`src/rtl/prot_pkg.sv`:
```
// shared types, constants and the arctangent table of the rotation core
package prot_pkg;

  localparam int unsigned CoordW    = 32;
  localparam int unsigned AngW      = 16;
  localparam int unsigned OffW      = CoordW + 1;
  localparam int unsigned GuardBits = 24;
  localparam int unsigned GainShift = 31 - GuardBits;
  localparam int unsigned WorkW     = 60;
  localparam int unsigned ZW        = 33;
  localparam int unsigned RndW      = WorkW - GuardBits;
  localparam int unsigned InW       = 4 * CoordW + AngW;
  localparam int unsigned OutW      = 2 * CoordW;
  localparam int unsigned MaxStages = 30;
  localparam int unsigned DefStages = 16;

  localparam logic signed [CoordW-1:0] GainQ31 = 32'sd1304065748;

  typedef enum logic [1:0] {
    QUAD_0 = 2'd0,
    QUAD_1 = 2'd1,
    QUAD_2 = 2'd2,
    QUAD_3 = 2'd3
  } prot_quad_e;

  // one beat of work as it moves down the cell chain
  typedef struct packed {
    logic signed [WorkW-1:0]  x;
    logic signed [WorkW-1:0]  y;
    logic signed [ZW-1:0]     z;
    logic signed [CoordW-1:0] cx;
    logic signed [CoordW-1:0] cy;
  } prot_work_t;

  // atan(2^-i) in units of 2^-32 turn
  function automatic logic signed [ZW-1:0] atan_turn(input int unsigned idx);
    logic signed [ZW-1:0] v;
    case (idx)
      0:       v = 33'sd536870912;
      1:       v = 33'sd316933406;
      2:       v = 33'sd167458907;
      3:       v = 33'sd85004756;
      4:       v = 33'sd42667331;
      5:       v = 33'sd21354465;
      6:       v = 33'sd10679838;
      7:       v = 33'sd5340245;
      8:       v = 33'sd2670163;
      9:       v = 33'sd1335087;
      10:      v = 33'sd667544;
      11:      v = 33'sd333772;
      12:      v = 33'sd166886;
      13:      v = 33'sd83443;
      14:      v = 33'sd41722;
      15:      v = 33'sd20861;
      16:      v = 33'sd10430;
      17:      v = 33'sd5215;
      18:      v = 33'sd2608;
      19:      v = 33'sd1304;
      20:      v = 33'sd652;
      21:      v = 33'sd326;
      22:      v = 33'sd163;
      23:      v = 33'sd81;
      24:      v = 33'sd41;
      25:      v = 33'sd20;
      26:      v = 33'sd10;
      27:      v = 33'sd5;
      28:      v = 33'sd3;
      29:      v = 33'sd1;
      default: v = '0;
    endcase
    return v;
  endfunction

endpackage

```
`src/rtl/prot_prep.sv`:
```
// front end: offset from pivot, quarter turn, gain multiply
module prot_prep (
  input  logic                          clk_i,
  input  logic                          rst_ni,
  input  logic                          valid_i,
  output logic                          ready_o,
  input  logic [prot_pkg::InW-1:0]      data_i,
  output logic                          valid_o,
  input  logic                          ready_i,
  output prot_pkg::prot_work_t          work_o
);
  import prot_pkg::*;

  logic signed [CoordW-1:0] px, py, cx, cy;
  logic [AngW-1:0]          ang;
  logic [AngW:0]            ang_sum;
  prot_quad_e               quad;
  logic [AngW-1:0]          resid;
  logic signed [OffW-1:0]   dx_d, dy_d;
  logic signed [ZW-1:0]     z_d;

  // stage a: offsets, quarter turn already applied
  logic                     va_q;
  logic signed [OffW-1:0]   dx_q, dy_q;
  logic signed [ZW-1:0]     za_q;
  logic signed [CoordW-1:0] cxa_q, cya_q;
  logic                     ready_a;

  // stage b: gain-scaled working values
  logic                     vb_q;
  prot_work_t               wb_q, wb_d;
  logic signed [OffW+CoordW-1:0] prod_x, prod_y;

  assign px  = data_i[CoordW-1:0];
  assign py  = data_i[2*CoordW-1:CoordW];
  assign cx  = data_i[3*CoordW-1:2*CoordW];
  assign cy  = data_i[4*CoordW-1:3*CoordW];
  assign ang = data_i[InW-1:4*CoordW];

  assign ang_sum = {1'b0, ang} + (AngW+1)'(8192);
  assign quad    = prot_quad_e'(ang_sum[AngW-1:AngW-2]);
  assign resid   = ang - {quad, {(AngW-2){1'b0}}};
  assign z_d     = ZW'($signed({resid, 16'h0000}));

  always_comb begin
    case (quad)
      QUAD_1: begin
        dx_d = OffW'(cy) - OffW'(py);
        dy_d = OffW'(px) - OffW'(cx);
      end
      QUAD_2: begin
        dx_d = OffW'(cx) - OffW'(px);
        dy_d = OffW'(cy) - OffW'(py);
      end
      QUAD_3: begin
        dx_d = OffW'(py) - OffW'(cy);
        dy_d = OffW'(cx) - OffW'(px);
      end
      default: begin
        dx_d = OffW'(px) - OffW'(cx);
        dy_d = OffW'(py) - OffW'(cy);
      end
    endcase
  end

  assign ready_o = !va_q || ready_a;
  assign ready_a = !vb_q || ready_i;

  always_ff @(posedge clk_i or negedge rst_ni) begin
    if (!rst_ni) begin
      va_q <= 1'b0;
      vb_q <= 1'b0;
    end else begin
      if (ready_o) va_q <= valid_i;
      if (ready_a) vb_q <= va_q;
    end
  end

  always_ff @(posedge clk_i) begin
    if (valid_i && ready_o) begin
      dx_q  <= dx_d;
      dy_q  <= dy_d;
      za_q  <= z_d;
      cxa_q <= cx;
      cya_q <= cy;
    end
  end

  assign prod_x = dx_q * GainQ31;
  assign prod_y = dy_q * GainQ31;

  always_comb begin
    wb_d.x  = WorkW'(prod_x >>> GainShift);
    wb_d.y  = WorkW'(prod_y >>> GainShift);
    wb_d.z  = za_q;
    wb_d.cx = cxa_q;
    wb_d.cy = cya_q;
  end

  always_ff @(posedge clk_i) begin
    if (va_q && ready_a) wb_q <= wb_d;
  end

  assign valid_o = vb_q;
  assign work_o  = wb_q;

endmodule

```
`config.mk`:
```
export PLATFORM = sky130hd
export DESIGN_NAME = prot_prep
export DESIGN_NICKNAME = d
export VERILOG_FILES = /design/src/rtl/prot_pkg.sv /design/src/rtl/prot_prep.sv
export SDC_FILE = /design/constraint.sdc
export NUM_CORES = 2
export LEC_CHECK = 0
export BUFFER_PORTS_ARGS = -buffer_cell sky130_fd_sc_hd__buf_2
export CAP_MARGIN = 5
export CORE_MARGIN = 2
export CORE_UTILIZATION = 45
export DETAILED_ROUTE_END_ITERATION = 12
export MAX_ROUTING_LAYER = met4
export PLACE_DENSITY = 0.6
export SLEW_MARGIN = 5
export SYNTH_ARGS = -nofsm -noshare
export SYNTH_HDL_FRONTEND = slang
export SYNTH_SLANG_ARGS = --single-unit
```
`constraint.sdc`:
```
create_clock -name clk_i -period 18.4 [get_ports clk_i]
set_clock_uncertainty 0.15 [all_clocks]
set_input_delay 0.92 -clock clk_i [delete_from_list [all_inputs] [get_ports clk_i]]
set_output_delay 0.92 -clock clk_i [all_outputs]
set_load 0.1 [all_outputs]
```
==> impl_metrics.json <==
{
  "drtIter0Drc": 4018,
  "worstSetupPathType": "register to register",
  "drv_cap": 0,
  "synth.area.top_cells": "fa_1 29%, ha_1 19%, edfxtp_1 17%",
  "via_per_inst": 5.37,
  "antenna_found_initial": 19,
  "synth_xor_area_share_pct": 6.08,
  "worstHoldStart": "cya_q[11]$_DFFE_PP_",
  "std_cell_rows": 133,
  "async_flop_share_pct": 0.581,
  "layout.nets": 8077,
  "ant_nets": 0,
  "start_util_pct": 45.2,
  "synth-compound-area-share_pct": 10.8,
  "wl_per_cell_um": 24.1,
  "cts.sinks": 344,
  "vias": 42800,
  "hold_viol": 0,
  "clockBufferDepth": 3,
  "synth_top_area_share_pct": 29.4,
  "grt_pass1_vias": 44000,
  "cts_root_buf": "clkbuf_16",
  "grt_util_all_layers_pct": 29.5,
  "hold_depth": 0,
  "synth-simple-area-share_pct": 5.26,
  "slew_viol_final": 0,
  "ff2ff_path_depth": 22,
  "reg2reg_to": "work_o[149]$_DFFE_PP_",
  "numPortBuffers": 350,
  "clkLatencyLatePin_ns": 0.67,
  "syn_to_final_growth_pct": 8.45,
  "cts-htree-levels": 2,
  "netlist_area_mm2": 0.0592,
  "yosysSeqAreaShare_pct": 17.4,
  "drc": 0,
  "max-slew-margin-rel_pct": 41.8,
  "hp-class": "register to register",
  "die_h_um": 367,
  "synth_top_family_by_area": "adder cells",
  "rsz0062_at_grt": "no",
  "r2r_setup_slack_ns": 10.01,
  "cp_max_fo": 9,
  "synth-edff-count": 342,
  "synth_adder_area_share_pct": 48.2,
  "finalSetupViolCount": 0,
  "io_pins": 367,
  "worst_pin_slew_ns": 0.867,
  "dieWidth_um": 367,
  "grt_pass1_wl_um": 286000,
  "yosys_warnings": 0,
  "synthMostInstantiatedCell": "inv_1",
  "cts_buffers": 47,
  "dr.pass1.iters": 5,
  "die-area_mm2": 0.134,
  "hold_end": "work_o[11]$_DFFE_PP_",
  "worstPathRequired_ns": 18.64,
  "status": "complete, no violations",
  "start_kind": "register",
  "dpl.hpwl_um": 169000,
  "grt_max_degree": 63,
  "synth.avg_cell_area_um2": 10.0,
  "post-route-min-period_ns": 8.39,
  "r2r_start": "dy_q[7]$_DFFE_PP_",
  "yosysUniqueCellTypes": 84,
  "wl_um": 193000,
  "synth_seq_cells": 344,
  "drive_above_1_share_pct": 7.78,
  "synthCells": 5906,
  "synth_ff_type": "edfxtp_1",
  "gp_congestion": 1.02,
  "yosys-top-cells-count": "1,474 x inv_1, 891 x ha_1, 868 x fa_1",
  "clkTransAtPathRegs_ns": 0.07,
  "synthDominantAreaCellType": "fa_1",
  "core_area_mm2": 0.131,
  "crit_path_end_kind": "register",
  "fin_crit_sh_pct": 45.6,
  "cts_tree": "done",
  "arrival_ns": 8.64,
  "setup_tns_ns": 0,
  "grt_overflow": 0,
  "fmax_ghz": 0.119,
  "synth_mux_area_share_pct": 1.69
}
## flip-flops by register name, indices dropped and copies added, names as in the netlist
register,flops
cxa_q,32
za_q,16
valid_o,1
va_q,1
work_o,196
dx_q,33
cya_q,32
dy_q,33
## how the worst max path moves through the flow
stage | startpoint | end | slack (ns) | cells after the start
after floorplan | dx_q[32]$_DFFE_PP_ | work_o[213]$_DFFE_PP_ | 10.62 | 25
after global placement | dy_q[7]$_DFFE_PP_ | work_o[149]$_DFFE_PP_ | 10.15 | 22
after detailed placement | dy_q[7]$_DFFE_PP_ | work_o[149]$_DFFE_PP_ | 10.06 | 22
after CTS | dy_q[7]$_DFFE_PP_ | work_o[149]$_DFFE_PP_ | 10.02 | 22
after global routing | dx_q[11]$_DFFE_PP_ | work_o[206]$_DFFE_PP_ | 9.64 | 26
final | dy_q[7]$_DFFE_PP_ | work_o[149]$_DFFE_PP_ | 10.01 | 22
## worst max-delay path, cell delays in order, from the launching register on
cell and delay [ns]:
edfxtp_1 0.61, ha_1 0.57, xor2_1 0.35, ha_1 0.32, fa_1 0.58, fa_1 0.60
fa_1 0.46, fa_1 0.47, fa_1 0.50, inv_1 0.05, fa_1 0.49, inv_1 0.04
ha_1 0.46, nand4_1 0.20, nor2_1 0.18, and2_1 0.18, nand3_1 0.10, or3b_2 0.46
o311a_1 0.26, o221a_2 0.32, nor2_1 0.43, a31oi_1 0.19, xnor2_1 0.15
## timing repair
action | in CTS | in global routing
setup buffers | 0 | 0
hold endpoints to repair | 2 | 0
resized for setup | 0 | 0
hold buffers | 1 | 0
## layout by cell type (no fill, tap or decap), types with 12 or more instances in the layout
master / instances
fa_1: 868
a21oi_1: 343
nand2b_1: 19
or3_1: 18
o21bai_1: 44
edfxtp_1: 342
ha_1: 890
a221oi_1: 17
xnor2_1: 202
o211ai_1: 19
diode_2: 12
o21a_1: 30
a31oi_1: 22
nor3_1: 34
nor2b_1: 42
nand4_1: 49
conb_1: 16
inv_1: 1473
and3_1: 25
o31ai_1: 13
nand3_1: 44
mux2i_1: 91
and2_1: 18
a211oi_1: 32
nor2_1: 172
buf_2: 350
buf_4: 18
clkbuf_16: 47
nand2_1: 199
o21ai_0: 159
xor2_1: 207
a21o_1: 202
## per-layer routing
metal  global-route usage, %  up-vias  part of all wire [%]
met5                       -        -                     0
met4                    6.32        0                   2.5
met3                    3.99      201                   6.6
met2                    44.4     1452                    44
met1                    42.6    21700                    46
li1                        -    19500                     -
## cell families after synthesis
family | after synthesis
AOI/OAI and AO/OA | 997
xor gates and xnor gates | 411
adders and majority gates | 1759
buffers and inverters | 1644
DFF | 344
muxes | 96
other | 1
and+or+nand+nor | 654
## stage by stage
step                      utilization [%]  instances  area (µm²)  worst slack, ns  hold slack, ns
after global routing                 49.0       7971       64200             9.64           0.256
final                                49.0       7974       64200            10.01           0.252
after CTS                            49.0       7962       64200            10.02           0.243
after detailed placement             47.8       7875       62700            10.06           0.255
after floorplan                         -       5921       59200            10.62           0.250
after global placement               47.8       7875       62700            10.15           0.250
## area by class of cell
class | count | area [µm²]
clock buffers | 53 | 1200
clock inverters | 33 | 300
fillers | 12400 | 66800
inverters | 1475 | 5540
well taps | 1755 | 2200
diodes | 12 | 30.0
multi-input cells | 3933 | 42700
flip-flops and latches | 344 | 10300
repair buffers | 369 | 1900
Power is not shown: default switching activity piles up to over one toggle a cycle in this logic, so the estimate is an artifact.
