===== src/rtl/prot_pkg.sv =====
// shared types, constants and the arctangent table of the rotation core
package prot_pkg;

  localparam int unsigned CoordW    = 32;
  localparam int unsigned AngW      = 16;
  localparam int unsigned OffW      = CoordW + 1;
  localparam int unsigned GuardBits = 24;
  localparam int unsigned GainShift = 31 - GuardBits;
  localparam int unsigned WorkW     = 60;
  localparam int unsigned ZW        = 33;
  localparam int unsigned RndW      = WorkW - GuardBits;
  localparam int unsigned InW       = 4 * CoordW + AngW;
  localparam int unsigned OutW      = 2 * CoordW;
  localparam int unsigned MaxStages = 30;
  localparam int unsigned DefStages = 16;

  localparam logic signed [CoordW-1:0] GainQ31 = 32'sd1304065748;

  typedef enum logic [1:0] {
    QUAD_0 = 2'd0,
    QUAD_1 = 2'd1,
    QUAD_2 = 2'd2,
    QUAD_3 = 2'd3
  } prot_quad_e;

  // one beat of work as it moves down the cell chain
  typedef struct packed {
    logic signed [WorkW-1:0]  x;
    logic signed [WorkW-1:0]  y;
    logic signed [ZW-1:0]     z;
    logic signed [CoordW-1:0] cx;
    logic signed [CoordW-1:0] cy;
  } prot_work_t;

  // atan(2^-i) in units of 2^-32 turn
  function automatic logic signed [ZW-1:0] atan_turn(input int unsigned idx);
    logic signed [ZW-1:0] v;
    case (idx)
      0:       v = 33'sd536870912;
      1:       v = 33'sd316933406;
      2:       v = 33'sd167458907;
      3:       v = 33'sd85004756;
      4:       v = 33'sd42667331;
      5:       v = 33'sd21354465;
      6:       v = 33'sd10679838;
      7:       v = 33'sd5340245;
      8:       v = 33'sd2670163;
      9:       v = 33'sd1335087;
      10:      v = 33'sd667544;
      11:      v = 33'sd333772;
      12:      v = 33'sd166886;
      13:      v = 33'sd83443;
      14:      v = 33'sd41722;
      15:      v = 33'sd20861;
      16:      v = 33'sd10430;
      17:      v = 33'sd5215;
      18:      v = 33'sd2608;
      19:      v = 33'sd1304;
      20:      v = 33'sd652;
      21:      v = 33'sd326;
      22:      v = 33'sd163;
      23:      v = 33'sd81;
      24:      v = 33'sd41;
      25:      v = 33'sd20;
      26:      v = 33'sd10;
      27:      v = 33'sd5;
      28:      v = 33'sd3;
      29:      v = 33'sd1;
      default: v = '0;
    endcase
    return v;
  endfunction

endpackage


===== src/rtl/prot_cell.sv =====
// one cordic micro-rotation cell with its own pipeline register
module prot_cell #(
  parameter int unsigned STAGE = 0
) (
  input  logic                 clk_i,
  input  logic                 rst_ni,
  input  logic                 valid_i,
  output logic                 ready_o,
  input  prot_pkg::prot_work_t work_i,
  output logic                 valid_o,
  input  logic                 ready_i,
  output prot_pkg::prot_work_t work_o
);
  import prot_pkg::*;

  localparam logic signed [ZW-1:0] Atan = atan_turn(STAGE);

  logic       v_q;
  prot_work_t w_q, w_d;
  logic signed [WorkW-1:0] xs, ys;

  assign xs = work_i.x >>> STAGE;
  assign ys = work_i.y >>> STAGE;

  always_comb begin
    w_d = work_i;
    if (!work_i.z[ZW-1]) begin
      w_d.x = work_i.x - ys;
      w_d.y = work_i.y + xs;
      w_d.z = work_i.z - Atan;
    end else begin
      w_d.x = work_i.x + ys;
      w_d.y = work_i.y - xs;
      w_d.z = work_i.z + Atan;
    end
  end

  assign ready_o = !v_q || ready_i;

  always_ff @(posedge clk_i or negedge rst_ni) begin
    if (!rst_ni) begin
      v_q <= 1'b0;
    end else if (ready_o) begin
      v_q <= valid_i;
    end
  end

  always_ff @(posedge clk_i) begin
    if (valid_i && ready_o) w_q <= w_d;
  end

  assign valid_o = v_q;
  assign work_o  = w_q;

endmodule


===== config.mk =====
export PLATFORM = sky130hd
export DESIGN_NAME = prot_cell
export DESIGN_NICKNAME = d
export VERILOG_FILES = /design/src/rtl/prot_pkg.sv /design/src/rtl/prot_cell.sv
export SDC_FILE = /design/constraint.sdc
export NUM_CORES = 1
export LEC_CHECK = 0
export BUFFER_PORTS_ARGS = -buffer_cell sky130_fd_sc_hd__buf_2
export CELL_PAD_IN_SITES_DETAIL_PLACEMENT = 1
export CELL_PAD_IN_SITES_GLOBAL_PLACEMENT = 1
export CORE_ASPECT_RATIO = 1.25
export CORE_MARGIN = 3
export CORE_UTILIZATION = 27
export DETAILED_ROUTE_END_ITERATION = 7
export GPL_TIMING_DRIVEN = 0
export PLACE_DENSITY_LB_ADDON = 0.1
export SLEW_MARGIN = 20
export SYNTH_ARGS = -nofsm -noshare
export SYNTH_HDL_FRONTEND = slang
export SYNTH_SLANG_ARGS = --single-unit
export TNS_END_PERCENT = 50

===== constraint.sdc =====
create_clock -name clk_i -period 7.4 [get_ports clk_i]
set_input_delay 0.74 -clock clk_i [delete_from_list [all_inputs] [get_ports clk_i]]
set_output_delay 0.74 -clock clk_i [all_outputs]
set_load 0.01 [all_outputs]

==> results of run 1 <==
metrics by stage:
| step | cells | area (µm²) | setup TNS [ps] | total power, mW |
|---|---|---|---|---|
| detailed placement | 3358 | 21500 | 0 | 3.080 |
| CTS | 3403 | 22240 | 0 | 4.266 |
| floorplan | 2059 | 18110 | 0 | 2.440 |
| global placement | 3354 | 21380 | -259540 | 3.085 |
| global route | 3404 | 22250 | 0 | 4.449 |
| finish | 3407 | 22260 | 0 | 4.213 |
where the power goes:
| part | internal, mW | switching, mW | leakage (nW) |
|---|---|---|---|
| Sequential | 1.52 | 0.0283 | 2.07 |
| Combinational | 0.497 | 1.03 | 7.05 |
| Clock | 0.623 | 0.522 | 0.354 |
what timing repair did:
item | in CTS | in global routing
setup endpoints to repair | 0 | 0
hold endpoints to repair | 1 | 0
buffers inserted | 0 | 0
hold buffers | 1 | 0
cells by family (layout without fill, tap and decap cells):
logic type,Yosys count,after routing
other,0,4
DFF,217,217
xor gates and xnor gates,115,115
adders and majority gates,183,183
AOI/OAI and AO/OA,722,722
buffers and inverters,283,771
muxes,25,25
and+or+nand+nor,514,514
flip-flops by register name, indices dropped and copies added, names as in the netlist:
name	cells
work_o	216
valid_o	1
synth_stat cells (14+ instances only):
library cell,instances
sky130_fd_sc_hd__nand3_1,25
sky130_fd_sc_hd__nor2b_1,20
sky130_fd_sc_hd__buf_2,31
sky130_fd_sc_hd__o21bai_1,41
sky130_fd_sc_hd__o21ai_0,143
sky130_fd_sc_hd__o211ai_1,24
sky130_fd_sc_hd__nor2_1,163
sky130_fd_sc_hd__inv_1,185
sky130_fd_sc_hd__nand4_1,35
sky130_fd_sc_hd__nand2b_1,24
sky130_fd_sc_hd__clkbuf_1,48
sky130_fd_sc_hd__a31oi_1,14
sky130_fd_sc_hd__a21oi_1,288
sky130_fd_sc_hd__mux2i_1,25
sky130_fd_sc_hd__ha_1,179
sky130_fd_sc_hd__xnor2_1,109
sky130_fd_sc_hd__nand2_1,137
sky130_fd_sc_hd__edfxtp_1,216
sky130_fd_sc_hd__a21o_1,37
sky130_fd_sc_hd__o31ai_1,28
sky130_fd_sc_hd__nor3_1,33
sky130_fd_sc_hd__a211oi_1,29
sky130_fd_sc_hd__o21a_1,21
sky130_fd_sc_hd__nor4_1,23
worst max path at each step:
stage | slack, ps | startpoint | endpoint | cells past startpoint
finish | 2760 | work_i[157] | work_o[213] | 14
global route | 2840 | work_i[157] | work_o[213] | 14
CTS | 2900 | work_i[157] | work_o[213] | 14
detailed placement | 2290 | work_i[157] | work_o[213] | 14
global placement | -1260 | ready_i | work_o[112] | 3
floorplan | 920 | ready_i | work_o[0] | 2
final cells by class:
class | instances | area share [%]
Tap cell | 856 | 4.812
Buffer | 92 | 1.782
Multi-Input combinational cell | 1559 | 47.18
Inverter | 191 | 3.221
Clock buffer | 30 | 2.895
Clock inverter | 14 | 0.3935
Sequential cell | 217 | 29.26
Timing Repair Buffer | 444 | 10.41
Antenna cell | 4 | 0.04497
routing by layer:
metal	vias to the layer above	GRT usage (%)
met5	-	0
met4	4	9.338
met3	149	4.255
met2	689	45.05
met1	8948	29.12
li1	8384	-
cell usage in the layout (no fill, tap or decap), types with 7 or more instances in the layout:
cell	n
sky130_fd_sc_hd__o211ai_1	24
sky130_fd_sc_hd__nand3_1	25
sky130_fd_sc_hd__clkbuf_1	51
sky130_fd_sc_hd__a31oi_1	14
sky130_fd_sc_hd__buf_2	472
sky130_fd_sc_hd__xnor2_1	109
sky130_fd_sc_hd__buf_1	9
sky130_fd_sc_hd__a211oi_1	29
sky130_fd_sc_hd__a21o_1	37
sky130_fd_sc_hd__o21a_1	21
sky130_fd_sc_hd__nor3_1	33
sky130_fd_sc_hd__inv_1	185
sky130_fd_sc_hd__nor2_1	163
sky130_fd_sc_hd__mux2i_1	25
sky130_fd_sc_hd__o21bai_1	41
sky130_fd_sc_hd__o31ai_1	28
sky130_fd_sc_hd__and3_1	9
sky130_fd_sc_hd__nor2b_1	20
sky130_fd_sc_hd__nand4_1	35
sky130_fd_sc_hd__clkbuf_16	25
sky130_fd_sc_hd__ha_1	179
sky130_fd_sc_hd__a2111oi_0	9
sky130_fd_sc_hd__nor4_1	22
sky130_fd_sc_hd__nand2b_1	24
sky130_fd_sc_hd__clkinv_1	11
sky130_fd_sc_hd__a21oi_1	288
sky130_fd_sc_hd__o21ai_1	7
sky130_fd_sc_hd__or2_2	8
sky130_fd_sc_hd__or3_1	7
sky130_fd_sc_hd__and2_1	8
sky130_fd_sc_hd__o21ai_0	143
sky130_fd_sc_hd__a21boi_0	11
sky130_fd_sc_hd__edfxtp_1	216
sky130_fd_sc_hd__a221oi_1	10
sky130_fd_sc_hd__nand2_1	137
worst max-delay path, cell delays in order:
cell	delay, ps
sky130_fd_sc_hd__buf_2	110
sky130_fd_sc_hd__inv_1	40
sky130_fd_sc_hd__ha_1	200
sky130_fd_sc_hd__fa_1	420
sky130_fd_sc_hd__nand4b_1	240
sky130_fd_sc_hd__o2111ai_1	190
sky130_fd_sc_hd__a21boi_1	190
sky130_fd_sc_hd__a2111oi_0	890
sky130_fd_sc_hd__o21ai_1	400
sky130_fd_sc_hd__o2bb2ai_1	350
sky130_fd_sc_hd__o221ai_1	580
sky130_fd_sc_hd__a211oi_1	190
sky130_fd_sc_hd__a211oi_1	290
sky130_fd_sc_hd__xnor2_1	90
==> results.txt, run 1 <==
- Detailed-route via count: 18174
- Sort of element at the start of the critical path: input pin
- Largest fanout on the critical path: 4
- Number of enable-type register cells in the synthesized netlist: 216
- Commonest register cell after synthesis: sky130_fd_sc_hd__edfxtp_1
* Leakage power: 9.475 nW
* Fill cell instance count of the final layout: 7891
* Unrepaired setup endpoints after global routing: no
- Synthesized net count: 2463
- Counting every sink on the clock net gives 217.
- The final count of hold timing violations came to 0.
- Post-synthesis mux area share: 1.382%
- The endpoint identified for the worst register-to-register timing path is work_o[112].
* CTS tree: done
- Power spread over the standard cell area amounts to 189.3 nW/µm².
* Die extent in x: 237.7 µm
- Once layout is complete, the utilization of the core stands at 33.68%.
* Die Footprint: 70250 µm²
* Worst flop-to-flop path startpoint: valid_o
* Syn Std Cell Area: 18110 µm²
* Combinational family with the most area after synthesis: compound AO/OA/AOI/OAI gates
- The synthesized netlist devotes 12.81% of its cell area to adder and majority cells.
- Buffers inserted during clock tree synthesis total 25.
- Global routing finished with a remaining overflow of 0.
* Endpoint type of the worst setup path: flop
- The cell count after synthesis came out at 2059.
* Vias per cell: 5.334
- Final setup violating endpoints: 0
* Setup CP Type: input pin to flop
- The path with the worst hold slack has its endpoint at work_o[61].
* Max-cap violation count: 0
- Wires add up to 90.70 mm.
* Worst Path Arrival: 4940 ps
* Vias in the first global route: 18888
* Proportion of netlist area held by the largest area contributor: 35.81%
- Synthesized area per cell: 8.797 µm²
- CTS built an H-tree with a depth of 1.
- Placer's final routability congestion estimate: 0.9460
- Part of the Yosys area used for sequential elements: 35.95%
- Min-delay worst type: input pin to flop
* Combined flip-flop and latch cell area: 6511 µm²
* Worst-skew pair later-pin latency: 560 ps
- Worst hold slack after final layout: 349.5 ps
- After clock tree synthesis, the clock-pin slew on the worst setup and hold paths is 60 ps.
- Multi-input gate area in the final layout: 10500 µm²
- Of the total synthesized cell area, the portion taken by XOR and XNOR cells is 5.561%.
- Worst path required time: 7700 ps
* Antenna-violating nets left: 0
* Pin count of the biggest net entering global routing: 56
- Leading cell types by total area after synthesis: sky130_fd_sc_hd__edfxtp_1 (36%), sky130_fd_sc_hd__ha_1 (12%), sky130_fd_sc_hd__a21oi_1 (8.0%)
- Area Growth Syn to Fin: 22.88%
* Die outline height: 295.6 µm
* Largest clock skew in the final design: 15.67 ps
* Final setup slack of the worst path: 2763 ps
- Max-slew violation count: 0
- Number of buffer cells added on primary ports: 439
* Flop-to-flop setup slack: 5280 ps
- Number of gates given a new drive strength after cts: 0
* Number of violations reported at the end of detailed-routing iteration 0: 1009
- Number of search-and-repair iterations in the first detailed-routing pass: 7
- The first global-routing pass estimated 129.1 mm of wire.
- Number of distinct library cells after synthesis: 78
- Async SR Flop Fraction: 0.4608%
- Compound-Gate Fraction of Synth Area: 24.73%
- After detailed routing, the wire length on met1 is 36.31 mm.
* Worst-case clock buffer depth: 3
- Counting I/O delays and the setup requirement, the final critical path takes 4637 ps.
* Transition at the pin with the smallest max-transition slack: 1227 ps
- Counting instances, the worst hold path has a depth of 1.
- Top routing layer used: met5
* Worst Setup Slack post-DPL: 2286 ps
- Half-perimeter wire length of the detailed placement result: 75.34 mm
- For this run, the top clock speed supported by timing is 215.7 MHz.
* Highest ir drop seen on vdd: 137.6 µV
- Cell type with the largest total area after synthesis: sky130_fd_sc_hd__edfxtp_1
- 440 I/O pins were placed.
* Starting Density: 27.41%
- Dividing the detail-routed wire length by the instance count gives 26.62 µm.
* Post-route fraction of the period consumed by the critical path: 62.66%
- After detailed routing, the met2 layer carries 45.22 mm of wire.
- For this run, the post-layout net count is 2934.
- Synthesized-area fraction occupied by and/or/nand/nor cells: 13.45%
* Worst slew margin relative to its limit: 18.17%
- Global routing consumed, over all layers together, 24.78% of the routing resources.
- Synth warnings: 0
- CTS placed an instance of sky130_fd_sc_hd__clkbuf_16 at the clock tree root.
* Std-Cell Rows: 105
- After detailed routing, the number of remaining DRC violations is 0.
- Measured in cells, the most critical reg-to-reg path has a length of 5.
- Number of synthesized register bits: 217
* Amount of wire on met3 after detailed routing: 5.440 mm
- Origin of the worst min-delay path: work_i[61]
* Result of the run: finished clean
- Antenna violations before repair: 11
- The region available for standard cell placement spans 66080 µm².
- Share of final-layout standard cells stronger than drive strength 1: 21.40%
Power figures use the tool's default switching activity.
==> run 2: changes to the inputs <==
clock period = 4 ns   (was 7.4 ns; I/O delays follow)
==> run 2 against run 1 <==
Against the previous run: worst hold slack worse by 300 ps; register-to-register slack worse by 3500 ps; cell count up 2.7%; first-iteration DRC count down 0.50%; power up 91%; setup slack worse by 2700 ps; cell area up 4.5%; critical endpoint is now work_o[154]; largest power group is now combinational cells.
==> results.txt, run 2 (synthesized netlist as in run 1, its figures left out) <==
- The first detailed-routing pass took 5 iterations.
* Worst flop-to-flop path startpoint: valid_o
* Vias per cell: 5.311
* Power per cell area: 346.7 nW/µm²
* Worst slew margin relative to its limit: 22.42%
- Sort of element at the start of the critical path: input pin
- The tool flagged a number of max-cap violations equal to 0.
* Origin of the worst min-delay path: valid_i
- The final count of hold timing violations came to 0.
- Highest ir drop seen on vdd: 282.8 µV
* First-pass GRT wire length: 132.3 mm
- No sink is reached through more buffers than the 3 on the longest clock path.
* Remaining DRCs: 0
- Total wirelength of the detailed-routed design: 91.96 mm
* Min-delay worst type: input pin to flop
- TritonCTS created 25 clock buffers.
- In this run the standard cell core region covers 66080 µm².
* Top-level port count: 440
- Total Power Consumption: 8.061 mW
- At the placement stage, the worst setup path has a slack of -708.0 ps.
* Fmax achieved: 252.2 MHz
- The number of antenna violations at the first check in global routing is 4.
- Worst Path Arrival: 4260 ps
- Leaving out filler cells and counting taps, the final layout contains 3500.
* Min cycle time layout: 3966 ps
- Number of buffer cells added on primary ports: 439
- Setup repair after global routing left no endpoint under its margin.
- The critical path is of the input pin to flop type.
- The later pin in the worst-skew pair is clocked with a latency of 570 ps.
* Die extent in x: 237.7 µm
* CTS tree: done
- The number of max-slew violations in the final report was 0.
* All-Layer GR Usage: 25.14%
- In the final layout, the share of cells above drive strength 1 is 20.83%.
* Number of cells on the worst reg-to-reg path: 5
- Worst path required time: 4290 ps
- Half-perimeter wire length of the detailed placement result: 75.51 mm
- Instance count after placement with tap cells included: 3358
- For this run, the post-layout net count is 3027.
- Overall overflow remaining after global route: 0
* Largest fanout on the critical path: 10
- Die Footprint: 70250 µm²
- Area Growth Syn to Fin: 28.38%
* Largest clock skew in the final design: 15.22 ps
- After the first detailed-routing iteration, the DRC count stood at 1004.
- Leakage power: 9.896 nW
* Vias in the first global route: 19689
* Hold depth: 2
* Die outline height: 295.6 µm
- Starting Density: 27.41%
- Clock-pin slew was measured on the worst setup and hold paths at 60 ps.
* Placer's final routability congestion estimate: 0.9385
* Number of flip-flops in the largest register: 216
- Counting every sink on the clock net gives 217.
- Setup total negative slack on the finished layout was measured at 0 ps.
- The run finished with clean final reports.
* Level count of the clock H-tree: 1
- Once the clock tree was built, the setup fixing pass inserted 0 buffers.
* CTS root buf: sky130_fd_sc_hd__clkbuf_16
* Placement Cell Area: 21490 µm²
* Detailed-route via count: 18587
* Most frequent cells in the layout: sky130_fd_sc_hd__buf_2 (472), sky130_fd_sc_hd__a21oi_1 (288), sky130_fd_sc_hd__edfxtp_1 (216)
- STA classifies the critical path endpoint as a flop.
- Cells fill 35.19% of the core in the end.
- Antenna-violating nets left: 0
* Final setup violating endpoints: 0
* Std-Cell Rows: 105
- The worst path meets setup with 34.44 ps of slack.
- Wirelength per Cell: 26.28 µm
- For the pin with the worst max-slew slack, the measured transition is 1164 ps.
- Pin count of the biggest net entering global routing: 58
- Across all hold checks on the routed design, the worst slack comes to 49.88 ps.
- After layout, the worst path uses 99.14% of the clock period.
- Across all register-to-register paths, the minimum setup slack is 1820 ps.
- In this run the worst setup path begins at work_i[106].
- After routing the design area is 23250 µm².
- Most common cell after layout, fill and taps aside: sky130_fd_sc_hd__buf_2
run 2: report_power, final:
part / leakage, nW / internal (mW) / total, mW / switching [mW]
logic: 7.44 / 0.980 / 2.91 / 1.93
clock network: 0.387 / 1.29 / 2.29 / 1.01
registers: 2.07 / 2.81 / 2.86 / 0.0510
run 2: routing by layer:
metal	up-vias	track usage (%)	part of all wire (%)
met5	-	0	0.037
met4	4	9.264	3.9
met2	686	46.31	51
met1	9179	29.20	40
met3	148	4.217	5.9
li1	8570	-	-
run 2: worst paths after layout:
check | to
setup / recovery | work_o[154]
min in group asynchronous | valid_o
hold / removal | valid_o
hold reg to reg | valid_o
max in group asynchronous | valid_o
setup reg to reg | work_o[169]
run 2: what timing repair did:
action,CTS,global route
setup endpoints to repair,2,12
resized for setup,2,5
hold endpoints to repair,94,0
hold buffers,94,0
run 2: layout make-up:
| type | instances | area, µm² |
|---|---|---|
| tap | 856 | 1071 |
| clock buffer | 30 | 644.4 |
| fill | 7837 | 42830 |
| buffer | 92 | 396.6 |
| timing repair buffer | 537 | 3241 |
| multi-input combinational | 1559 | 10520 |
| antenna | 3 | 7.507 |
| clock inverter | 15 | 148.9 |
| sequential | 217 | 6511 |
| inverter | 191 | 716.9 |
run 2: critical path: stages:
cell and delay, ps:
sky130_fd_sc_hd__buf_2 110, sky130_fd_sc_hd__inv_1 40, sky130_fd_sc_hd__ha_1 310, sky130_fd_sc_hd__buf_2 240, sky130_fd_sc_hd__nand2_1 180, sky130_fd_sc_hd__nor2_1 390
sky130_fd_sc_hd__nand2_1 110, sky130_fd_sc_hd__o21ai_1 520, sky130_fd_sc_hd__a41oi_1 320, sky130_fd_sc_hd__o21ai_0 410, sky130_fd_sc_hd__a21oi_1 190, sky130_fd_sc_hd__o21ai_0 520
sky130_fd_sc_hd__o21ai_0 290, sky130_fd_sc_hd__xnor2_1 200
