### src/rtl/prot_pkg.sv
// shared types, constants and the arctangent table of the rotation core
package prot_pkg;

  localparam int unsigned CoordW    = 32;
  localparam int unsigned AngW      = 16;
  localparam int unsigned OffW      = CoordW + 1;
  localparam int unsigned GuardBits = 24;
  localparam int unsigned GainShift = 31 - GuardBits;
  localparam int unsigned WorkW     = 60;
  localparam int unsigned ZW        = 33;
  localparam int unsigned RndW      = WorkW - GuardBits;
  localparam int unsigned InW       = 4 * CoordW + AngW;
  localparam int unsigned OutW      = 2 * CoordW;
  localparam int unsigned MaxStages = 30;
  localparam int unsigned DefStages = 16;

  localparam logic signed [CoordW-1:0] GainQ31 = 32'sd1304065748;

  typedef enum logic [1:0] {
    QUAD_0 = 2'd0,
    QUAD_1 = 2'd1,
    QUAD_2 = 2'd2,
    QUAD_3 = 2'd3
  } prot_quad_e;

  // one beat of work as it moves down the cell chain
  typedef struct packed {
    logic signed [WorkW-1:0]  x;
    logic signed [WorkW-1:0]  y;
    logic signed [ZW-1:0]     z;
    logic signed [CoordW-1:0] cx;
    logic signed [CoordW-1:0] cy;
  } prot_work_t;

  // atan(2^-i) in units of 2^-32 turn
  function automatic logic signed [ZW-1:0] atan_turn(input int unsigned idx);
    logic signed [ZW-1:0] v;
    case (idx)
      0:       v = 33'sd536870912;
      1:       v = 33'sd316933406;
      2:       v = 33'sd167458907;
      3:       v = 33'sd85004756;
      4:       v = 33'sd42667331;
      5:       v = 33'sd21354465;
      6:       v = 33'sd10679838;
      7:       v = 33'sd5340245;
      8:       v = 33'sd2670163;
      9:       v = 33'sd1335087;
      10:      v = 33'sd667544;
      11:      v = 33'sd333772;
      12:      v = 33'sd166886;
      13:      v = 33'sd83443;
      14:      v = 33'sd41722;
      15:      v = 33'sd20861;
      16:      v = 33'sd10430;
      17:      v = 33'sd5215;
      18:      v = 33'sd2608;
      19:      v = 33'sd1304;
      20:      v = 33'sd652;
      21:      v = 33'sd326;
      22:      v = 33'sd163;
      23:      v = 33'sd81;
      24:      v = 33'sd41;
      25:      v = 33'sd20;
      26:      v = 33'sd10;
      27:      v = 33'sd5;
      28:      v = 33'sd3;
      29:      v = 33'sd1;
      default: v = '0;
    endcase
    return v;
  endfunction

endpackage

### src/rtl/prot_post.sv
// back end: rounding, pivot add-back, saturation, output register
module prot_post (
  input  logic                      clk_i,
  input  logic                      rst_ni,
  input  logic                      valid_i,
  output logic                      ready_o,
  input  prot_pkg::prot_work_t      work_i,
  output logic                      valid_o,
  input  logic                      ready_i,
  output logic [prot_pkg::OutW-1:0] data_o
);
  import prot_pkg::*;

  localparam int unsigned SumW = RndW + 1;
  localparam logic signed [WorkW-1:0] Half = WorkW'(1) << (GuardBits - 1);
  localparam logic [CoordW-1:0] CoordMax = {1'b0, {(CoordW-1){1'b1}}};
  localparam logic [CoordW-1:0] CoordMin = {1'b1, {(CoordW-1){1'b0}}};

  // rounding stage
  logic                     vr_q;
  logic signed [RndW-1:0]   rx_q, ry_q;
  logic signed [CoordW-1:0] cx_q, cy_q;
  logic signed [WorkW-1:0]  rnd_x, rnd_y;
  logic                     ready_r;

  // output stage
  logic                     vo_q;
  logic [OutW-1:0]          out_q;
  logic signed [SumW-1:0]   sum_x, sum_y;
  logic [CoordW-1:0]        sat_x, sat_y;

  assign rnd_x = work_i.x + Half;
  assign rnd_y = work_i.y + Half;

  assign ready_o = !vr_q || ready_r;
  assign ready_r = !vo_q || ready_i;

  always_ff @(posedge clk_i or negedge rst_ni) begin
    if (!rst_ni) begin
      vr_q <= 1'b0;
      vo_q <= 1'b0;
    end else begin
      if (ready_o) vr_q <= valid_i;
      if (ready_r) vo_q <= vr_q;
    end
  end

  always_ff @(posedge clk_i) begin
    if (valid_i && ready_o) begin
      rx_q <= rnd_x[WorkW-1:GuardBits];
      ry_q <= rnd_y[WorkW-1:GuardBits];
      cx_q <= work_i.cx;
      cy_q <= work_i.cy;
    end
  end

  assign sum_x = SumW'(rx_q) + SumW'(cx_q);
  assign sum_y = SumW'(ry_q) + SumW'(cy_q);

  // in range when all bits above the coordinate sign agree with it
  always_comb begin
    if ((&sum_x[SumW-1:CoordW-1]) || !(|sum_x[SumW-1:CoordW-1])) begin
      sat_x = sum_x[CoordW-1:0];
    end else begin
      sat_x = sum_x[SumW-1] ? CoordMin : CoordMax;
    end
    if ((&sum_y[SumW-1:CoordW-1]) || !(|sum_y[SumW-1:CoordW-1])) begin
      sat_y = sum_y[CoordW-1:0];
    end else begin
      sat_y = sum_y[SumW-1] ? CoordMin : CoordMax;
    end
  end

  always_ff @(posedge clk_i) begin
    if (vr_q && ready_r) out_q <= {sat_y, sat_x};
  end

  assign valid_o = vo_q;
  assign data_o  = out_q;

endmodule

### config.mk
export PLATFORM = sky130hd
export DESIGN_NAME = prot_post
export DESIGN_NICKNAME = d
export VERILOG_FILES = /design/src/rtl/prot_pkg.sv /design/src/rtl/prot_post.sv
export SDC_FILE = /design/constraint.sdc
export NUM_CORES = 1
export LEC_CHECK = 0
export ABC_AREA = 1
export BUFFER_PORTS_ARGS = -buffer_cell sky130_fd_sc_hd__buf_2
export CAP_MARGIN = 0
export CORE_ASPECT_RATIO = 1.2
export CORE_UTILIZATION = 45
export CTS_CLUSTER_SIZE = 16
export DETAILED_ROUTE_END_ITERATION = 8
export PLACE_DENSITY_LB_ADDON = 0.05
export SKIP_CTS_REPAIR_TIMING = 1
export SLEW_MARGIN = 20
export SYNTH_ARGS = -nofsm -noshare
export SYNTH_HDL_FRONTEND = slang
export SYNTH_SLANG_ARGS = --single-unit
### constraint.sdc
create_clock -name clk_i -period 4.45 [get_ports clk_i]
set_input_delay 0.2225 -clock clk_i [delete_from_list [all_inputs] [get_ports clk_i]]
set_output_delay 0.2225 -clock clk_i [all_outputs]
set_load 0.01 [all_outputs]
==> results of run 1 <==
==> worst max-delay path: stages (launching register included) <==
cell and delay (ns):
edfxtp_1 0.36, ha_1 0.23, inv_1 0.07, fa_1 0.41, inv_1 0.13, nand2_1 0.06
nand2_1 0.07, nand3_1 0.07, nand2_1 0.14, nand2_1 0.08, nand2_2 0.11, nand2_1 0.10
nand2_1 0.07, nand2_1 0.04, nand2_1 0.08, nand3_1 0.07, nor2_1 0.12, nand2_2 0.09
nand3_2 0.47, nand2_1 0.13
==> final timing paths <==
path                            startpoint        end  slack, ns
worst max-delay path               rx_q[0]  data_o[6]       1.26
min in group asynchronous           rst_ni    valid_o       0.55
worst max register to register     rx_q[0]  data_o[6]       1.26
worst min register to register        vr_q    valid_o       0.53
worst min-delay path               ready_i    valid_o      -0.01
max in group asynchronous           rst_ni       vr_q       3.78
==> cells in the mapped netlist (all sizes together) <==
cell type  number  area share, %
nand4          21           0.98
or2             4           0.19
edfxtp        200             45
inv           194            5.5
fa              2           0.30
a31oi          12           0.56
o21ai          15           0.56
ha             74            6.9
buf            12            1.0
xor2           82            5.4
nor3b           4           0.26
nand2         566             16
nor3           32            1.2
nor4           22            1.2
dfrtp           2           0.37
and3            2          0.094
o21bai         17           0.96
nand3          76            3.2
nand3b          4           0.22
nor2          125            3.9
and2            6           0.28
a21oi          78            2.9
xnor2          40            2.6
==> report_power, final <==
part           switching [W]  total, W  internal (W)
registers          0.0000639   0.00244       0.00238
logic                0.00100   0.00157      0.000570
clock network       0.000767   0.00185       0.00108
==> per-layer routing <==
layer | vias to the layer above | GRT usage (%) | wire length [um]
li1 | 5819 | - | -
met1 | 5010 | 24.5 | 13700
met2 | 273 | 42.8 | 17800
met3 | 80 | 2.13 | 1180
met4 | 0 | 10.4 | 1370
met5 | - | 0 | 0
==> cells in the final DEF (no fill, tap or decap), drive strengths merged, types with 15 or more instances in the layout <==
master and n:
nand3 76, nor4 22, nand4 21, xor2 82, edfxtp 200, ha 74, buf 210, o21ai 15
dlygate4sd3 71, o21bai 17, a21oi 78, nor3 32, nor2 125, xnor2 40, nand2 566, inv 195
clkbuf 27
==> registers in the layout (all words and copies together), names as in the netlist <==
| name | count |
|---|---|
| data_o | 64 |
| rx_q | 36 |
| ry_q | 36 |
| cx_q | 32 |
| cy_q | 32 |
| valid_o | 1 |
| vr_q | 1 |
==> kinds of logic (layout without fill, tap and decap cells) <==
logic type,after synthesis,count (layout),share of synthesized area [%]
simple gates,862,862,27.9
buf+inv,206,517,6.47
fa+ha+maj,76,76,7.23
xor+xnor,122,122,8.00
other cells,0,2,0
compound gates,122,122,5.00
flops,202,202,45.4
==> metrics by stage <==
step | std cells | cell area (um2) | util, %
floorplan | 1590 | 13400 | -
global placement | 2172 | 14800 | 50.9
detailed placement | 2172 | 14800 | 50.9
CTS | 2214 | 15500 | 53.5
global route | 2287 | 16300 | 56.1
finish | 2288 | 16300 | 56.1
==> cell type report <==
class / instances / area, um2
fillers: 2787 / 12700
multi-input cells: 1182 / 6440
flip-flops and latches: 202 / 6060
repair buffers: 281 / 1800
inverters: 194 / 731
clock buffers: 27 / 591
well taps: 385 / 482
clock inverters: 15 / 155
diodes: 2 / 5.00
==> flow_metrics.env, run 1 <==
export IMPL_die_w_um=159
export IMPL_ff2ff_path_depth=19
export IMPL_total_power_w=0.00586
export IMPL_htreeDepth=1
export IMPL_yosysWarnings=0
export IMPL_place_ws_ns=1.24
export IMPL_crit_type="reg -> reg"
export IMPL_drtIter0Drc=427
export IMPL_violations="negative hold slack"
export IMPL_syn_inst=1590
export IMPL_hold_depth=4
export IMPL_peakVddDrop_v=0.000344
export IMPL_startpoint_type="register"
export IMPL_grt_overflow_total=0
export IMPL_slew_headroom_pct=40.9
export IMPL_fmax_mhz=314
export IMPL_cts_root_buf="clkbuf_16"
export IMPL_grt_max_degree=70
export IMPL_finClkSkew_ns=0.0154
export IMPL_holdWs_ns=-0.00991
export IMPL_globalplace_congestion=0.917
export IMPL_die_h_um=191
export IMPL_min_period_ns=3.19
export IMPL_p_per_area_nw_per_um2=360
export IMPL_hold_path_class="in -> reg"
export IMPL_grt_pass1_wl_um=53100
export IMPL_drcViolationCount=0
export IMPL_cap_violations=0
export IMPL_via_count=11182
export IMPL_hpwl_um=27400
export IMPL_seq_area_frac_synth_pct=45.4
export IMPL_port_buffers=207
export IMPL_finalHoldViolations=2
export IMPL_status="complete, but fails checks"
export IMPL_clock_path_buffers=3
export IMPL_cp_arrival_ns=3.45
export IMPL_path_max_fanout=31
export IMPL_ant_nets=0
export IMPL_final_period_utilization_pct=71.7
export IMPL_syn_area_um2=13400
export IMPL_start_util_pct=46.0
export IMPL_drive_gt1_share_pct=15.5
export IMPL_p_leak_nw=7.53
export IMPL_clock_sinks=202
export IMPL_antenna_found_initial=1
export IMPL_syn_avg_cell_area_um2=8.40
export IMPL_synth_cell_types=32
export IMPL_nNetsFinal=2181
export IMPL_tritoncts="yes"
export IMPL_dieArea_um2=30400
export IMPL_numCtsBuffers=23
export IMPL_wl_per_cell_um=14.9
export IMPL_rsz0062_at_grt="false"
export IMPL_ios=287
export IMPL_clkSlewWorstSetupHoldPaths_ns=0.06
export IMPL_coreArea_um2=29000
export IMPL_tightest_slew_ns=0.887
export IMPL_grt_usage_pct=22.2
export IMPL_clock_latency_ns=0.54
export IMPL_synth_seq_cells=202
export IMPL_placementRows=68
export IMPL_area_delta_synth_final_pct=21.8
export IMPL_synthesis_nets=1887
export IMPL_wl_um=34000
export IMPL_finalSetupViolCount=0
export IMPL_fin_tns_setup_ns=0
export IMPL_final_setup_worst_slack_ns=1.26
export IMPL_grt_pass1_vias=10895
export IMPL_worstPathRequired_ns=4.71
export IMPL_cp_end_kind="register"
export IMPL_vias_per_cell=4.89
export IMPL_final_max_slew_violation_count=0
export IMPL_dr_pass1_iters=5
Power figures use the tool's default switching activity.
==> run 2: changes to the inputs <==
ABC_AREA = 0   (was 1)
clock period = 3 ns   (was 4.45 ns; I/O delays follow)
==> run 2 against run 1 <==
- the flow finishes with violations (negative setup slack)
- cell area rose by 7.7%
- final cell count decreased by 13%
- register-to-register slack got worse by 1.7 ns
- die area shrank 9.1%
==> flow_metrics.env, run 2 <==
export IMPL_clock_path_buffers=3
export IMPL_tightest_slew_ns=0.892
export IMPL_final_cells=1989
export IMPL_p_per_area_nw_per_um2=514
export IMPL_final_setup_worst_slack_ns=-0.457
export IMPL_synth_cell_types=84
export IMPL_p_leak_nw=7.49
export IMPL_grt_pass1_wl_um=47300
export IMPL_violations="negative setup slack"
export IMPL_htreeDepth=1
export IMPL_syn_inst=1073
export IMPL_fmax_mhz=289
export IMPL_finalHoldViolations=0
export IMPL_grt_overflow_total=0
export IMPL_port_buffers=207
export IMPL_seq_area_frac_synth_pct=50.0
export IMPL_peakVddDrop_v=0.000384
export IMPL_startpoint_type="register"
export IMPL_vias_per_cell=5.17
export IMPL_holdWs_ns=0.00137
export IMPL_layout_commonest_cell="buf_4"
export IMPL_fin_tns_setup_ns=-25.02
export IMPL_synth_most_common_cell="edfxtp_1"
export IMPL_clock_sinks=202
export IMPL_clock_latency_ns=0.52
export IMPL_drcViolationCount=0
export IMPL_ff2ff_path_depth=15
export IMPL_wl_um=31700
export IMPL_slew_headroom_pct=40.5
export IMPL_synth_top_area_share_pct=49.6
export IMPL_die_w_um=152
export IMPL_die_h_um=182
export IMPL_cp_end_kind="register"
export IMPL_drtIter0Drc=406
export IMPL_wl_per_cell_um=15.9
export IMPL_globalplace_congestion=0.878
export IMPL_hold_path_class="in -> reg"
export IMPL_numCtsBuffers=24
export IMPL_ios=287
export IMPL_async_flop_share_pct=0.990
export IMPL_start_util_pct=46.0
export IMPL_worstPathRequired_ns=3.27
export IMPL_syn_area_um2=12100
export IMPL_synth_top_cell_by_area="edfxtp_1"
export IMPL_cts_root_buf="clkbuf_16"
export IMPL_dp_cells=1814
export IMPL_grt_pass1_vias=9689
export IMPL_antenna_found_initial=1
export IMPL_hold_depth=2
export IMPL_cap_violations=0
export IMPL_path_max_fanout=21
export IMPL_cp_arrival_ns=3.73
export IMPL_yosys_top_cells_area="edfxtp_1 (50%), ha_1 (7.6%), xnor2_1 (6.4%)"
export IMPL_yosysWarnings=0
export IMPL_tritoncts="yes"
export IMPL_synth_seq_cells=202
export IMPL_placementRows=65
export IMPL_clkSlewWorstSetupHoldPaths_ns=0.06
export IMPL_drive_gt1_share_pct=33.0
export IMPL_ant_nets=0
export IMPL_dieArea_um2=27600
export IMPL_grt_max_degree=69
export IMPL_coreArea_um2=26400
export IMPL_nNetsFinal=1932
export IMPL_finClkSkew_ns=0.0171
export IMPL_syn_avg_cell_area_um2=11.3
export IMPL_min_period_ns=3.46
export IMPL_crit_type="reg -> reg"
export IMPL_finalSetupViolCount=62
export IMPL_synth_edf_count=200
export IMPL_area_delta_synth_final_pct=44.6
export IMPL_place_ws_ns=-0.499
export IMPL_ys_flop_type="edfxtp_1"
export IMPL_hpwl_um=23700
export IMPL_rsz0062_at_grt="true"
export IMPL_status="complete, but fails checks"
export IMPL_grt_usage_pct=21.2
export IMPL_dr_pass1_iters=5
export IMPL_layout_common_cells="buf_4 (223), buf_2 (207), edfxtp_1 (200)"
export IMPL_synthesis_nets=1370
export IMPL_final_max_slew_violation_count=0
export IMPL_ys_top_cells_by_count="edfxtp_1 (200), xnor2_1 (88), nand2_1 (86)"
export IMPL_largest_reg_flops=64
export IMPL_via_count=10280
export IMPL_final_period_utilization_pct=115
## run 2: worst paths after layout
kind / from / slack (ns) / to
worst min-delay path: work_i[187] / 0.001 / rx_q[6]
worst max-delay path: cx_q[0] / -0.46 / data_o[2]
worst max register to register: cx_q[0] / -0.46 / data_o[2]
worst min register to register: vr_q / 0.51 / valid_o
max in group asynchronous: rst_ni / 2.41 / valid_o
min in group asynchronous: rst_ni / 0.48 / vr_q
## run 2: area by class of cell
| class | instances | area, um2 |
|---|---|---|
| antenna | 1 | 2.50 |
| multi-input combinational | 811 | 5940 |
| sequential | 202 | 6060 |
| fill | 2154 | 8830 |
| tap | 335 | 419 |
| timing repair buffer | 566 | 4170 |
| inverter | 30 | 113 |
| clock inverter | 18 | 218 |
| clock buffer | 26 | 608 |
## run 2: report_power, final
group / switching (W) / internal (W) / total [W]
Sequential: 0.0000808 / 0.00343 / 0.00352
Combinational: 0.00125 / 0.00126 / 0.00251
Clock: 0.00116 / 0.00183 / 0.00298
Total: 0.00249 / 0.00652 / 0.00901
## run 2: logic make-up (layout without fill, tap and decap cells)
family                     count (synthesis)  in the layout  share of synthesized area (%)
buffers and inverters                     60            640                           2.81
other                                      0              1                              0
AOI/OAI and AO/OA                        293            293                           16.8
xor gates and xnor gates                 132            132                           9.54
adders and majority gates                 76             76                           7.97
DFF                                      202            202                           50.0
muxes                                      1              1                          0.186
and+or+nand+nor                          309            309                           12.8
## run 2: critical path, stage by stage (launching register included)
cell and delay, ns:
edfxtp_1 0.34, ha_2 0.19, inv_2 0.04, fa_2 0.33
nand2b_4 0.16, a21oi_4 0.19, buf_6 0.12, o2111ai_4 0.11
a2111o_1 0.43, a41o_1 0.24, nor3_2 0.15, nor3_1 0.06
and3b_1 0.17, a32o_2 0.28, buf_12 0.16, a31o_2 0.24
## run 2: stage by stage
step | utilization (%) | total power, W | area [um2]
global placement | 57.9 | 0.00588 | 15300
global route | 66.5 | 0.00944 | 17500
finish | 66.5 | 0.00901 | 17500
floorplan | - | 0.00492 | 12300
CTS | 61.0 | 0.00891 | 16100
detailed placement | 57.9 | 0.00589 | 15300
## run 2: metal layers
| metal | part of all wire, % | GRT usage, % |
|---|---|---|
| met2 | 53 | 39.3 |
| met1 | 40 | 24.8 |
| met3 | 4.0 | 2.32 |
| met5 | 0 | 0 |
| met4 | 3.3 | 8.24 |
==> run 3: changes to the inputs <==
CORE_UTILIZATION = 50   (was 45)
==> run 3 against run 2 <==
- the run ends with negative hold slack, negative setup slack left
- clock skew is 0.0041 ns higher
- hold slack lost 0.0078 ns
- flip-flop and latch count stayed put
- final cell count decreased by 0.70%
- clock-buffer cell count is 1 lower
- highest routed layer unchanged
- largest power group unchanged
- global-route usage increased by 3.4 points
- sequential power is essentially flat
- critical path depth down 1
==> flow_metrics.env, run 3 (synthesis gave the netlist of run 2 again) <==
export IMPL_netSwitchingFraction_pct=28.7
export IMPL_crit_chain="ha_2, inv_1, fa_2, nand2b_4, a21oi_4, nor4_2, o31a_4, o21ai_4, a41oi_2, xnor2_1, or4_4, mux2i_4, buf_12, a21oi_1"
export IMPL_numCtsBuffers=22
export IMPL_topRoutingLayerUsed="met4"
export IMPL_fillers=1750
export IMPL_violations="negative hold slack, negative setup slack"
export IMPL_htreeDepth=1
export IMPL_grt_pass1_wl_um=47700
export IMPL_wl_um=33500
export IMPL_dr_pass1_iters=5
export IMPL_layout_common_cells="buf_4 (229), buf_2 (207), edfxtp_1 (200)"
export IMPL_finalSetupViolCount=62
export IMPL_finalHoldViolations=2
export IMPL_rr_endpoint="data_o[33]"
export IMPL_worstPathRequired_ns=3.25
export IMPL_clock_sinks=202
export IMPL_min_period_ns=3.51
export IMPL_clkSlewWorstSetupHoldPaths_ns=0.06
export IMPL_clock_path_buffers=3
export IMPL_p_per_area_nw_per_um2=492
export IMPL_status="complete, but fails checks"
export IMPL_fmax_mhz=285
export IMPL_tightest_slew_ns=0.848
export IMPL_wl_met3_um=1380
export IMPL_placementRows=62
export IMPL_drcViolationCount=0
export IMPL_path_max_fanout=31
export IMPL_via_count=10433
export IMPL_slew_headroom_pct=43.5
export IMPL_finClkSkew_ns=0.0212
export IMPL_grt_pass1_vias=9766
export IMPL_met1_length_um=13100
export IMPL_hold_path_class="in -> reg"
export IMPL_port_buffers=207
export IMPL_peakVddDrop_v=0.000465
export IMPL_grt_max_degree=69
export IMPL_crit_path_end="data_o[33]"
export IMPL_final_setup_worst_slack_ns=-0.511
export IMPL_nNetsFinal=1936
export IMPL_clock_latency_ns=0.52
export IMPL_hold_depth=2
export IMPL_antenna_found_initial=2
export IMPL_power_frac_seq_pct=41.3
export IMPL_grt_usage_pct=24.5
export IMPL_crit_family="compound AO/OA/AOI/OAI gates"
export IMPL_rsz0062_at_grt="true"
export IMPL_start_util_pct=50.7
export IMPL_cp_depth=14
export IMPL_slowest_stage="or4_4"
export IMPL_wl_per_cell_um=17.0
export IMPL_power_switching_w=0.00244
export IMPL_clkPwrFrac_pct=28.6
export IMPL_final_period_utilization_pct=117
export IMPL_dr_wl_met2_um=17800
export IMPL_coreArea_um2=23900
export IMPL_ant_nets=0
export IMPL_startpoint_type="register"
export IMPL_rrSetupSlack_ns=-0.51
export IMPL_crit_buf_inv=2
export IMPL_dieArea_um2=24900
export IMPL_ios=287
export IMPL_globalplace_congestion=0.918
export IMPL_crit_type="reg -> reg"
export IMPL_cp_end_kind="register"
export IMPL_worstReg2RegStart="cy_q[0]"
export IMPL_p_int_w=0.00606
export IMPL_vias_per_cell=5.28
export IMPL_p_comb_share_pct=30.0
export IMPL_die_h_um=173
export IMPL_drtIter0Drc=531
export IMPL_total_power_w=0.00850
export IMPL_cts_root_buf="clkbuf_16"
export IMPL_ff2ff_path_depth=14
export IMPL_critPathLaunch="cy_q[0]"
export IMPL_hpwl_um=24100
export IMPL_area_delta_synth_final_pct=42.7
export IMPL_critPathMaxStageDelay_ns=0.52
export IMPL_drive_gt1_share_pct=32.6
export IMPL_place_ws_ns=-0.504
export IMPL_grt_overflow_total=0
export IMPL_layout_commonest_cell="buf_4"
export IMPL_die_w_um=144
export IMPL_final_max_slew_violation_count=0
export IMPL_largest_reg_flops=64
export IMPL_p_leak_nw=7.41
export IMPL_cp_arrival_ns=3.76
export IMPL_holdWs_ns=-0.00645
export IMPL_tritoncts="yes"
export IMPL_cap_violations=0
## run 3: stage by stage
stage / cells / utilization, % / instance area, um2 / setup TNS (ns) / hold slack [ns]
floorplan: 1073 / - / 12300 / -9.44 / -0.146
global placement: 1810 / 64.1 / 15300 / -25.65 / -0.0648
detailed placement: 1810 / 64.1 / 15300 / -29.12 / -0.0621
CTS: 1847 / 66.8 / 16000 / -31.01 / -0.620
global route: 1974 / 72.4 / 17300 / -35.41 / 0.00376
finish: 1975 / 72.4 / 17300 / -25.68 / -0.00645
## run 3: how the worst min path moves through the flow
stage / start / endpoint / slack (ns)
2_1_floorplan: rst_ni / valid_o / -0.15
3_3_place_gp: rst_ni / vr_q / -0.06
3_5_place_dp: rst_ni / vr_q / -0.06
4_1_cts: rst_ni / vr_q / -0.62
5_1_grt: work_i[188] / rx_q[7] / 0.004
6_report: work_i[152] / ry_q[31] / -0.006
## run 3: per-layer routing
metal	global-route usage [%]	vias up
met2	44.4	314
li1	-	5174
met4	8.55	0
met3	2.88	87
met1	29.6	4858
met5	0	-
## run 3: cell type report
type / count / area [um2] / area share, %
clock buffers: 25 / 562 / 3.25
repair buffers: 572 / 4210 / 24.4
inverters: 30 / 113 / 0.651
clock inverters: 12 / 72.6 / 0.420
multi-input cells: 811 / 5870 / 34.0
diodes: 3 / 7.51 / 0.0434
flip-flops and latches: 202 / 6060 / 35.0
well taps: 320 / 400 / 2.31
## run 3: power groups by stage
stage               Sequential [W]  Clock [W]  Combinational [W]
finish                     0.00352    0.00244            0.00255
global route               0.00354    0.00259            0.00278
detailed placement         0.00357          0            0.00236
CTS                        0.00352    0.00249            0.00238
global placement           0.00357          0            0.00233
floorplan                  0.00363          0            0.00130
